File: src/rtl/core/pfpf_pkg.sv
// Shared types, codes and constants of the position fix plausibility filter.
package pfpf_pkg;

    // Field widths
    localparam int COORD_W  = 21;
    localparam int LOAD_W   = 12;
    localparam int THR_W    = 16;
    localparam int COUNT_W  = 8;
    localparam int LIM_W    = THR_W + COUNT_W;
    localparam int CFG_W    = 21;
    localparam int CFG_A_W  = 3;
    localparam int S_DATA_W = 56;
    localparam int M_DATA_W = 56;
    localparam int M_USER_W = 3;

    // Defaults for the top-level parameters
    localparam int IDLE_LIMIT_DEF = 200;
    localparam int Q_DEPTH_DEF    = 2;

    // Miss counter limits
    localparam logic [COUNT_W-1:0] MISS_MAX  = 8'd255;
    localparam logic [COUNT_W-1:0] MISS_INIT = 8'd1;

    typedef logic signed [COORD_W-1:0] coord_t;

    // Register indexes
    localparam logic [CFG_A_W-1:0] REG_MOVE_THRESHOLD = 3'd0;
    localparam logic [CFG_A_W-1:0] REG_JITTER_LIMIT   = 3'd1;
    localparam logic [CFG_A_W-1:0] REG_MAX_STEP       = 3'd2;
    localparam logic [CFG_A_W-1:0] REG_X_LOW          = 3'd3;
    localparam logic [CFG_A_W-1:0] REG_X_HIGH         = 3'd4;
    localparam logic [CFG_A_W-1:0] REG_Y_LOW          = 3'd5;
    localparam logic [CFG_A_W-1:0] REG_Y_HIGH         = 3'd6;
    localparam logic [CFG_A_W-1:0] REG_ZONE_SPLIT_Y   = 3'd7;

    // Register reset values
    localparam logic [THR_W-1:0] MOVE_THRESHOLD_RST = 16'd350;
    localparam logic [THR_W-1:0] JITTER_LIMIT_RST   = 16'd400;
    localparam logic [THR_W-1:0] MAX_STEP_RST       = 16'd1000;
    localparam coord_t           X_LOW_RST          = 21'sd0;
    localparam coord_t           X_HIGH_RST         = 21'sd21860;
    localparam coord_t           Y_LOW_RST          = 21'sd0;
    localparam coord_t           Y_HIGH_RST         = 21'sd45600;
    localparam coord_t           ZONE_SPLIT_Y_RST   = 21'sd30400;

    typedef enum logic [2:0] {
        VERDICT_REPORT = 3'd0,
        VERDICT_IDLE   = 3'd1,
        VERDICT_JUMP   = 3'd2,
        VERDICT_OOB    = 3'd3,
        VERDICT_FAIL   = 3'd4
    } verdict_t;

    typedef enum logic [1:0] {
        SWITCH_NONE  = 2'd0,
        SWITCH_UPPER = 2'd1,
        SWITCH_LOWER = 2'd2
    } switch_t;

    typedef struct packed {
        logic [THR_W-1:0] move_threshold;
        logic [THR_W-1:0] jitter_limit;
        logic [THR_W-1:0] max_step;
        coord_t           x_low;
        coord_t           x_high;
        coord_t           y_low;
        coord_t           y_high;
        coord_t           zone_split_y;
    } cfg_t;

    // One classified request between front and back
    typedef struct packed {
        logic              fix_ok;
        coord_t            pos_x;
        coord_t            pos_y;
        logic [LOAD_W-1:0] load;
        logic              in_box;
        logic              above_split;
    } entry_t;

    typedef struct packed {
        verdict_t          verdict;
        coord_t            out_x;
        coord_t            out_y;
        logic [LOAD_W-1:0] out_load;
        switch_t           anchor_switch;
    } result_t;

endpackage

File: src/rtl/core/position_fix_plausibility_filter_top.sv
// Top level of the position fix plausibility filter: ports, registers and stage wiring.
//
// Every accepted fix request yields exactly one verdict, in order. A request passes
// through the front classification register, the queue and the back output register;
// one request is accepted every cycle while the result side does not stall; throughput
// is set by the back stage, which updates the filter state for one request per cycle.
// The queue of Q_DEPTH entries lets the input keep flowing for a while when the
// result side stalls. Register writes are meant for an idle block.
module position_fix_plausibility_filter_top #(
    parameter int IDLE_LIMIT = pfpf_pkg::IDLE_LIMIT_DEF,
    parameter int Q_DEPTH    = pfpf_pkg::Q_DEPTH_DEF
) (
    input  logic                            aclk,
    input  logic                            aresetn,
    // Configuration write port
    input  logic                            cfg_we,
    input  logic [pfpf_pkg::CFG_A_W-1:0]    cfg_addr,
    input  logic [pfpf_pkg::CFG_W-1:0]      cfg_wdata,
    // Fix requests
    input  logic                            s_tvalid,
    output logic                            s_tready,
    // [20:0] pos_x, [41:21] pos_y, [53:42] load_sample, [55:54] zero
    input  logic [pfpf_pkg::S_DATA_W-1:0]   s_tdata,
    // [0] fix_ok
    input  logic                            s_tuser,
    // Verdicts
    output logic                            m_tvalid,
    input  logic                            m_tready,
    // [20:0] out_x, [41:21] out_y, [53:42] out_load, [55:54] anchor_switch
    output logic [pfpf_pkg::M_DATA_W-1:0]   m_tdata,
    // [2:0] verdict
    output logic [pfpf_pkg::M_USER_W-1:0]   m_tuser
);

    localparam int CW = pfpf_pkg::COORD_W;
    localparam int LW = pfpf_pkg::LOAD_W;
    localparam int TW = pfpf_pkg::THR_W;

    pfpf_pkg::cfg_t    cfg_reg;
    logic              fq_valid;
    logic              fq_ready;
    pfpf_pkg::entry_t  fq_entry;
    logic              qb_valid;
    logic              qb_ready;
    pfpf_pkg::entry_t  qb_entry;
    pfpf_pkg::result_t result;

    // Write configuration registers
    always_ff @(posedge aclk) begin
        if (!aresetn) begin
            cfg_reg.move_threshold <= pfpf_pkg::MOVE_THRESHOLD_RST;
            cfg_reg.jitter_limit   <= pfpf_pkg::JITTER_LIMIT_RST;
            cfg_reg.max_step       <= pfpf_pkg::MAX_STEP_RST;
            cfg_reg.x_low          <= pfpf_pkg::X_LOW_RST;
            cfg_reg.x_high         <= pfpf_pkg::X_HIGH_RST;
            cfg_reg.y_low          <= pfpf_pkg::Y_LOW_RST;
            cfg_reg.y_high         <= pfpf_pkg::Y_HIGH_RST;
            cfg_reg.zone_split_y   <= pfpf_pkg::ZONE_SPLIT_Y_RST;
        end else if (cfg_we) begin
            case (cfg_addr)
                pfpf_pkg::REG_MOVE_THRESHOLD: cfg_reg.move_threshold <= cfg_wdata[TW-1:0];
                pfpf_pkg::REG_JITTER_LIMIT:   cfg_reg.jitter_limit   <= cfg_wdata[TW-1:0];
                pfpf_pkg::REG_MAX_STEP:       cfg_reg.max_step       <= cfg_wdata[TW-1:0];
                pfpf_pkg::REG_X_LOW:          cfg_reg.x_low          <= cfg_wdata;
                pfpf_pkg::REG_X_HIGH:         cfg_reg.x_high         <= cfg_wdata;
                pfpf_pkg::REG_Y_LOW:          cfg_reg.y_low          <= cfg_wdata;
                pfpf_pkg::REG_Y_HIGH:         cfg_reg.y_high         <= cfg_wdata;
                pfpf_pkg::REG_ZONE_SPLIT_Y:   cfg_reg.zone_split_y   <= cfg_wdata;
                default: begin
                end
            endcase
        end
    end

    pfpf_front u_front (
        .aclk      (aclk),
        .aresetn   (aresetn),
        .cfg       (cfg_reg),
        .in_valid  (s_tvalid),
        .in_ready  (s_tready),
        .in_fix_ok (s_tuser),
        .in_x      (s_tdata[CW-1:0]),
        .in_y      (s_tdata[2*CW-1:CW]),
        .in_load   (s_tdata[2*CW+LW-1:2*CW]),
        .out_valid (fq_valid),
        .out_ready (fq_ready),
        .out_entry (fq_entry)
    );

    pfpf_queue #(
        .Q_DEPTH (Q_DEPTH)
    ) u_queue (
        .aclk      (aclk),
        .aresetn   (aresetn),
        .in_valid  (fq_valid),
        .in_ready  (fq_ready),
        .in_entry  (fq_entry),
        .out_valid (qb_valid),
        .out_ready (qb_ready),
        .out_entry (qb_entry)
    );

    pfpf_back #(
        .IDLE_LIMIT (IDLE_LIMIT)
    ) u_back (
        .aclk       (aclk),
        .aresetn    (aresetn),
        .cfg        (cfg_reg),
        .in_valid   (qb_valid),
        .in_ready   (qb_ready),
        .in_entry   (qb_entry),
        .out_valid  (m_tvalid),
        .out_ready  (m_tready),
        .out_result (result)
    );

    // Pack the verdict onto the master side
    assign m_tdata = {result.anchor_switch, result.out_load, result.out_y, result.out_x};
    assign m_tuser = result.verdict;

endmodule

File: src/rtl/core/pfpf_front.sv
// Front stage: accept a fix request and classify it against the box and split line.
module pfpf_front (
    input  logic            aclk,
    input  logic            aresetn,
    input  pfpf_pkg::cfg_t  cfg,
    input  logic            in_valid,
    output logic            in_ready,
    input  logic            in_fix_ok,
    input  pfpf_pkg::coord_t in_x,
    input  pfpf_pkg::coord_t in_y,
    input  logic [pfpf_pkg::LOAD_W-1:0] in_load,
    output logic            out_valid,
    input  logic            out_ready,
    output pfpf_pkg::entry_t out_entry
);

    logic             valid_reg;
    pfpf_pkg::entry_t entry_reg;
    pfpf_pkg::entry_t entry_next;

    assign in_ready  = !valid_reg || out_ready;
    assign out_valid = valid_reg;
    assign out_entry = entry_reg;

    // Classify the incoming fix; these checks need no filter state
    always_comb begin
        entry_next.fix_ok      = in_fix_ok;
        entry_next.pos_x       = in_x;
        entry_next.pos_y       = in_y;
        entry_next.load        = in_load;
        entry_next.in_box      = (in_x <= cfg.x_high) && (in_x >= cfg.x_low) &&
                                 (in_y <= cfg.y_high) && (in_y >= cfg.y_low);
        entry_next.above_split = (in_y >= cfg.zone_split_y);
    end

    // Hold the classified request until the queue takes it
    always_ff @(posedge aclk) begin
        if (!aresetn) begin
            valid_reg <= 1'b0;
        end else if (in_ready) begin
            valid_reg <= in_valid;
        end
    end

    always_ff @(posedge aclk) begin
        if (in_valid && in_ready) begin
            entry_reg <= entry_next;
        end
    end

endmodule

File: src/rtl/core/pfpf_queue.sv
// Short FIFO that decouples the front stage from the back stage.
module pfpf_queue #(
    parameter int Q_DEPTH = pfpf_pkg::Q_DEPTH_DEF
) (
    input  logic             aclk,
    input  logic             aresetn,
    input  logic             in_valid,
    output logic             in_ready,
    input  pfpf_pkg::entry_t in_entry,
    output logic             out_valid,
    input  logic             out_ready,
    output pfpf_pkg::entry_t out_entry
);

    localparam int PTR_W = (Q_DEPTH > 1) ? $clog2(Q_DEPTH) : 1;
    localparam int CNT_W = $clog2(Q_DEPTH + 1);
    localparam logic [PTR_W-1:0] PTR_LAST = PTR_W'(Q_DEPTH - 1);
    localparam logic [CNT_W-1:0] CNT_FULL = CNT_W'(Q_DEPTH);

    pfpf_pkg::entry_t   slot_reg [Q_DEPTH];
    logic [PTR_W-1:0]   wr_ptr_reg;
    logic [PTR_W-1:0]   rd_ptr_reg;
    logic [CNT_W-1:0]   count_reg;
    logic               push;
    logic               pop;

    assign in_ready  = (count_reg != CNT_FULL);
    assign out_valid = (count_reg != '0);
    assign out_entry = slot_reg[rd_ptr_reg];
    assign push      = in_valid && in_ready;
    assign pop       = out_valid && out_ready;

    // Advance pointers and occupancy
    always_ff @(posedge aclk) begin
        if (!aresetn) begin
            wr_ptr_reg <= '0;
            rd_ptr_reg <= '0;
            count_reg  <= '0;
        end else begin
            if (push) begin
                wr_ptr_reg <= (wr_ptr_reg == PTR_LAST) ? '0 : wr_ptr_reg + 1'b1;
            end
            if (pop) begin
                rd_ptr_reg <= (rd_ptr_reg == PTR_LAST) ? '0 : rd_ptr_reg + 1'b1;
            end
            if (push && !pop) begin
                count_reg <= count_reg + 1'b1;
            end else if (pop && !push) begin
                count_reg <= count_reg - 1'b1;
            end
        end
    end

    // Store the pushed request
    always_ff @(posedge aclk) begin
        if (push) begin
            slot_reg[wr_ptr_reg] <= in_entry;
        end
    end

endmodule

File: src/rtl/core/pfpf_back.sv
// Back stage: track filter state, decide the verdict and hold it in the output register.
module pfpf_back #(
    parameter int IDLE_LIMIT = pfpf_pkg::IDLE_LIMIT_DEF
) (
    input  logic              aclk,
    input  logic              aresetn,
    input  pfpf_pkg::cfg_t    cfg,
    input  logic              in_valid,
    output logic              in_ready,
    input  pfpf_pkg::entry_t  in_entry,
    output logic              out_valid,
    input  logic              out_ready,
    output pfpf_pkg::result_t out_result
);

    localparam int CW = pfpf_pkg::COORD_W;
    localparam logic [pfpf_pkg::COUNT_W-1:0] IDLE_LIM = pfpf_pkg::COUNT_W'(IDLE_LIMIT);

    // Filter state
    pfpf_pkg::coord_t               prev_x_reg;
    pfpf_pkg::coord_t               prev_y_reg;
    logic                           seeded_reg;
    logic [pfpf_pkg::COUNT_W-1:0]   miss_reg;
    logic [pfpf_pkg::COUNT_W-1:0]   still_reg;
    logic                           upper_reg;

    pfpf_pkg::coord_t               prev_x_next;
    pfpf_pkg::coord_t               prev_y_next;
    logic                           seeded_next;
    logic [pfpf_pkg::COUNT_W-1:0]   miss_next;
    logic [pfpf_pkg::COUNT_W-1:0]   still_next;
    logic                           upper_next;

    // Output register
    logic                           valid_reg;
    pfpf_pkg::result_t              result_reg;
    pfpf_pkg::result_t              result_next;

    logic signed [CW:0]             diff_x;
    logic signed [CW:0]             diff_y;
    logic [CW-1:0]                  dx;
    logic [CW-1:0]                  dy;
    logic [pfpf_pkg::LIM_W-1:0]     jump_lim;
    logic [pfpf_pkg::COUNT_W-1:0]   still_inc;
    logic [pfpf_pkg::COUNT_W-1:0]   miss_inc;
    logic                           moved;
    logic                           jitter;
    logic                           jump;
    logic                           oob;
    logic                           take;

    assign in_ready   = !valid_reg || out_ready;
    assign take       = in_valid && in_ready;
    assign out_valid  = valid_reg;
    assign out_result = result_reg;

    // Per-axis distance to the previous position and jump limit
    always_comb begin
        diff_x   = {in_entry.pos_x[CW-1], in_entry.pos_x} - {prev_x_reg[CW-1], prev_x_reg};
        diff_y   = {in_entry.pos_y[CW-1], in_entry.pos_y} - {prev_y_reg[CW-1], prev_y_reg};
        dx       = diff_x[CW] ? CW'(-diff_x) : diff_x[CW-1:0];
        dy       = diff_y[CW] ? CW'(-diff_y) : diff_y[CW-1:0];
        jump_lim = cfg.max_step * miss_reg;
        moved    = (dx >= CW'(cfg.move_threshold)) || (dy >= CW'(cfg.move_threshold));
        jitter   = (dx < CW'(cfg.jitter_limit)) && (dy < CW'(cfg.jitter_limit));
        jump     = moved && ((pfpf_pkg::LIM_W'(dx) > jump_lim) ||
                             (pfpf_pkg::LIM_W'(dy) > jump_lim));
        oob      = moved && !jump && !in_entry.in_box;
        still_inc = (still_reg < IDLE_LIM) ? still_reg + 1'b1 : still_reg;
        miss_inc  = (miss_reg < pfpf_pkg::MISS_MAX) ? miss_reg + 1'b1 : miss_reg;
    end

    // Decide the verdict and the next filter state
    always_comb begin
        prev_x_next = prev_x_reg;
        prev_y_next = prev_y_reg;
        seeded_next = seeded_reg;
        miss_next   = miss_reg;
        still_next  = still_reg;
        upper_next  = upper_reg;

        result_next.verdict       = pfpf_pkg::VERDICT_FAIL;
        result_next.out_x         = '0;
        result_next.out_y         = '0;
        result_next.out_load      = '0;
        result_next.anchor_switch = pfpf_pkg::SWITCH_NONE;

        if (in_entry.fix_ok) begin
            result_next.out_x = in_entry.pos_x;
            result_next.out_y = in_entry.pos_y;
            if (!seeded_reg) begin
                // First good fix: seed the previous position only
                seeded_next          = 1'b1;
                prev_x_next          = in_entry.pos_x;
                prev_y_next          = in_entry.pos_y;
                result_next.verdict  = pfpf_pkg::VERDICT_REPORT;
                result_next.out_load = in_entry.load;
            end else begin
                if (moved && !jitter) begin
                    still_next = '0;
                end else begin
                    still_next = still_inc;
                end
                if (jump) begin
                    miss_next           = miss_inc;
                    result_next.verdict = pfpf_pkg::VERDICT_JUMP;
                end else if (oob) begin
                    miss_next           = miss_inc;
                    prev_x_next         = in_entry.pos_x;
                    prev_y_next         = in_entry.pos_y;
                    result_next.verdict = pfpf_pkg::VERDICT_OOB;
                end else begin
                    if (in_entry.above_split && !upper_reg) begin
                        upper_next                = 1'b1;
                        result_next.anchor_switch = pfpf_pkg::SWITCH_UPPER;
                    end else if (!in_entry.above_split && upper_reg) begin
                        upper_next                = 1'b0;
                        result_next.anchor_switch = pfpf_pkg::SWITCH_LOWER;
                    end
                    if (still_next >= IDLE_LIM) begin
                        result_next.verdict = pfpf_pkg::VERDICT_IDLE;
                    end else begin
                        result_next.verdict  = pfpf_pkg::VERDICT_REPORT;
                        result_next.out_load = in_entry.load;
                    end
                    prev_x_next = in_entry.pos_x;
                    prev_y_next = in_entry.pos_y;
                    miss_next   = pfpf_pkg::MISS_INIT;
                end
            end
        end
    end

    // Update filter state on each taken request
    always_ff @(posedge aclk) begin
        if (!aresetn) begin
            prev_x_reg <= '0;
            prev_y_reg <= '0;
            seeded_reg <= 1'b0;
            miss_reg   <= pfpf_pkg::MISS_INIT;
            still_reg  <= '0;
            upper_reg  <= 1'b1;
        end else if (take) begin
            prev_x_reg <= prev_x_next;
            prev_y_reg <= prev_y_next;
            seeded_reg <= seeded_next;
            miss_reg   <= miss_next;
            still_reg  <= still_next;
            upper_reg  <= upper_next;
        end
    end

    // Hold the result until the sink takes it
    always_ff @(posedge aclk) begin
        if (!aresetn) begin
            valid_reg <= 1'b0;
        end else if (in_ready) begin
            valid_reg <= in_valid;
        end
    end

    always_ff @(posedge aclk) begin
        if (take) begin
            result_reg <= result_next;
        end
    end

endmodule

File: config.mk
export PLATFORM = sky130hd
export DESIGN_NAME = position_fix_plausibility_filter_top
export DESIGN_NICKNAME = d
export VERILOG_FILES = /design/src/rtl/core/pfpf_pkg.sv /design/src/rtl/core/position_fix_plausibility_filter_top.sv /design/src/rtl/core/pfpf_front.sv /design/src/rtl/core/pfpf_queue.sv /design/src/rtl/core/pfpf_back.sv
export SDC_FILE = /design/constraint.sdc
export NUM_CORES = 1
export LEC_CHECK = 0
export ABC_CLOCK_PERIOD_IN_PS = 22000
export BUFFER_PORTS_ARGS = -buffer_cell sky130_fd_sc_hd__buf_2
export CORE_AREA = 4 4 278 280
export CTS_CLUSTER_SIZE = 28
export DETAILED_ROUTE_END_ITERATION = 12
export DIE_AREA = 0 0 282 284
export PLACE_DENSITY_LB_ADDON = 0.05
export SYNTH_ARGS = -nofsm -noshare
export SYNTH_HDL_FRONTEND = slang
export SYNTH_SLANG_ARGS = --single-unit
File: constraint.sdc
create_clock -name aclk -period 22 [get_ports aclk]
set_input_delay 2.2 -clock aclk [delete_from_list [all_inputs] [get_ports aclk]]
set_output_delay 2.2 -clock aclk [all_outputs]
set_load 0.02 [all_outputs]
==> results.ini <==
[synth]
yosys_warnings = 0
synth_top_family_by_area = adder cells
synth_top_flop_cell = edfxtp_1
ys_seq_area_share_pct = 38.2
synth_simple_gate_area_share_pct = 15.5
synth-async-reset-ratio_pct = 0
synth_compound_area_share_pct = 16.6
yosysTopAreaCell = edfxtp_1
synth.ff_latch_count = 450
yosysUniqueCellTypes = 97
yosys.area.top_type_share_pct = 23.3
synth_cells = 3098
yosys-top-cells-area = edfxtp_1 23%, dfxtp_1 15%, ha_1 13%
synth_mux_area_share_pct = 2.24
synth_nets = 3569
synth-edff-count = 230
synth_adder_area_share_pct = 18.5
syn_area_um2 = 29600
syn_area_per_cell_um2 = 9.55
synth_xor_area_share_pct = 2.43

[sta]
period_share_pct = 43.5
slew_headroom_pct = 22.4
period_needed_ps = 9570
worst_pin_slew_ps = 1160
fmax_mhz = 104
setup_viol = 0
clock_skew_ps = 27.1
finalHoldViolations = 0
finalSetupTns_ps = 0
rsz0062_at_grt = no
slew_viol_final = 0

[critical_path]
crit_type = reg -> reg
critPathRequiredTime_ps = 22310
cp-endpoint = u_back.out_result[6]$_SDFFCE_PN0P_
cp.arrival_ps = 9880
crit_top_cell = o21ai_0
timing.rr.start = u_back.miss_reg[6]$_SDFFE_PN0P_
cp_slowest_cell = o22ai_2
regToRegEndpoint = u_back.out_result[6]$_SDFFCE_PN0P_
crit_start = u_back.miss_reg[6]$_SDFFE_PN0P_
r2r_cells = 30
startpoint_type = flop
ff2ff_setup_slack_ps = 12430
cp-end-kind = flop
cp_max_fo = 20
slowest_delay_ps = 910

[die]
ios = 147
coreArea_um2 = 74400
rows = 100
start_util_pct = 39.8
die_w_um = 282
die_area_um2 = 80100
die_h_um = 284

[drt]
avgRoutedWirePerCell_um = 20.7
first_iter_violations = 1382
avgViaCountPerCell = 5.34
ant_nets = 0
wirelength_um = 86800
vias = 22438
route.detailed.drc = 0
first_pass_iters = 5

[layout]
layout_common_cells = 453 x nand2_1, 349 x inv_1, 299 x ha_1, 230 x edfxtp_1, 219 x dfxtp_1
area_delta_synth_final_pct = 11.2
largest_register_ffs = 153
fill_cells = 7159
drive_gt1_share_pct = 9.88
final_area_um2 = 32900
nets = 3658
final_common_cell = nand2_1

[global_routing]
grt-ovfl-total = 0
grt_pass1_vias = 22565
grt_max_degree = 145
grt_antenna_before_repair = 4
grt_util_all_layers_pct = 21.4
grt_pass1_wl_um = 133000

[power_and_ir_drop]
p_leak_nw = 13.3
p_sw_mw = 2.17
power_density_nw_per_um2 = 144
ir_drop_uv = 87.0
power_frac_seq_pct = 22.6
netSwitchingFraction_pct = 45.9
p_comb_share_pct = 58.8
p_clk_share_pct = 18.6
p_int_mw = 2.56

[worst_hold_path]
hold_class = reg -> reg
min_from = u_front.out_entry[16]$_DFFE_PP_

[cts]
cts_tree = yes
cts_setup_buffers = 0
cts-root-buf = clkbuf_16
cts_sinks = 450
clockBufferDepth = 3
clk_pin_slew_ps = 60
worstSkewPairLatency_ps = 610
cts_hold_buffers = 0
h-tree-depth = 2
cts_buffers = 52
cts_resized = 0

[placed_design]
dpl.hpwl_um = 64500
place.gp.congestion = 0.855
dpl_cell_area_um2 = 31200
io_buffer_count = 144

[run_status]
status = completed

[job]
maxCapViolCount = 0

==> worst max-delay path, delay by kind of cell (launching register included) <==
family,cells,cell delay [ps]
flops,1,820
simple gates,7,1160
buf+inv,2,100
fa+ha+maj,6,2730
compound gates,15,4440
==> power by group through the flow <==
stage,clock (mW),combinational [mW],sequential (mW)
after floorplan,0,1.90,1.13
after global placement,0,2.69,1.09
after CTS,0.904,2.76,1.07
after detailed placement,0,2.73,1.09
final,0.879,2.78,1.07
after global routing,0.936,3.08,1.08
==> synthesized netlist by cell type, drive strengths merged (14+ instances only) <==
library cell / instances
edfxtp: 230
o221a: 43
xor2: 33
nor3: 53
buf: 41
nand3: 42
nor2b: 28
and3: 15
xnor2: 49
a211oi: 21
a21oi: 101
nand4: 42
mux2i: 64
and2: 108
nand2: 454
fa: 86
o211ai: 48
dfxtp: 220
nor2: 127
inv: 350
a21boi: 133
o21a: 56
or3: 14
ha: 299
clkbuf: 95
a21o: 59
o21ai: 90
nand2b: 26
==> worst min path at each step <==
stage / to / slack, ps / depth (start not counted)
6_report: u_queue.slot_reg[1][16]$_DFFE_PP_ / 420 / 0
5_1_grt: u_queue.slot_reg[1][16]$_DFFE_PP_ / 430 / 0
4_1_cts: u_queue.slot_reg[1][16]$_DFFE_PP_ / 410 / 0
3_5_place_dp: u_queue.slot_reg[1][13]$_DFFE_PP_ / 430 / 0
3_3_place_gp: u_queue.slot_reg[0][8]$_DFFE_PP_ / 420 / 0
2_1_floorplan: u_queue.slot_reg[0][0]$_DFFE_PP_ / 420 / 0
==> final cells by class <==
type	instances	area, um^2	area share, %
multi-input combinational	2162	16400	49.8
clock inverter	30	310	0.943
sequential	450	11300	34.4
timing repair buffer	171	930	2.83
tap	969	1210	3.68
clock buffer	67	1430	4.34
antenna	3	7.51	0.0228
inverter	350	1310	3.99
==> per-layer routing <==
layer,vias to the layer above,share of wire [%],global-route usage (%)
li1,11001,-,-
met1,10863,48,30.3
met2,463,46,35.6
met3,109,3.9,2.28
met4,2,2.2,4.58
met5,-,0.015,0
==> per-stage QoR <==
step           setup WS, ps  hold slack (ps)  cells  util, %  power, mW
3_3_place_gp          12530              424   4102     41.9       3.77
5_1_grt               11820              434   4199     44.2       5.10
6_report              12430              421   4202     44.2       4.73
3_5_place_dp          12430              430   4102     41.9       3.82
4_1_cts               12390              411   4199     44.2       4.73
2_1_floorplan         14390              421   3098        -       3.03
==> cell families (layout without fill, tap and decap cells) <==
kind of cell	count (synthesis)	count (layout)
and+or+nand+nor	955	955
AOI/OAI and AO/OA	673	673
buffers and inverters	486	618
DFF	450	450
adders and majority gates	386	386
xor gates and xnor gates	82	82
muxes	66	66
other	0	3
Note: power is estimated with default switching activity, not from simulation.
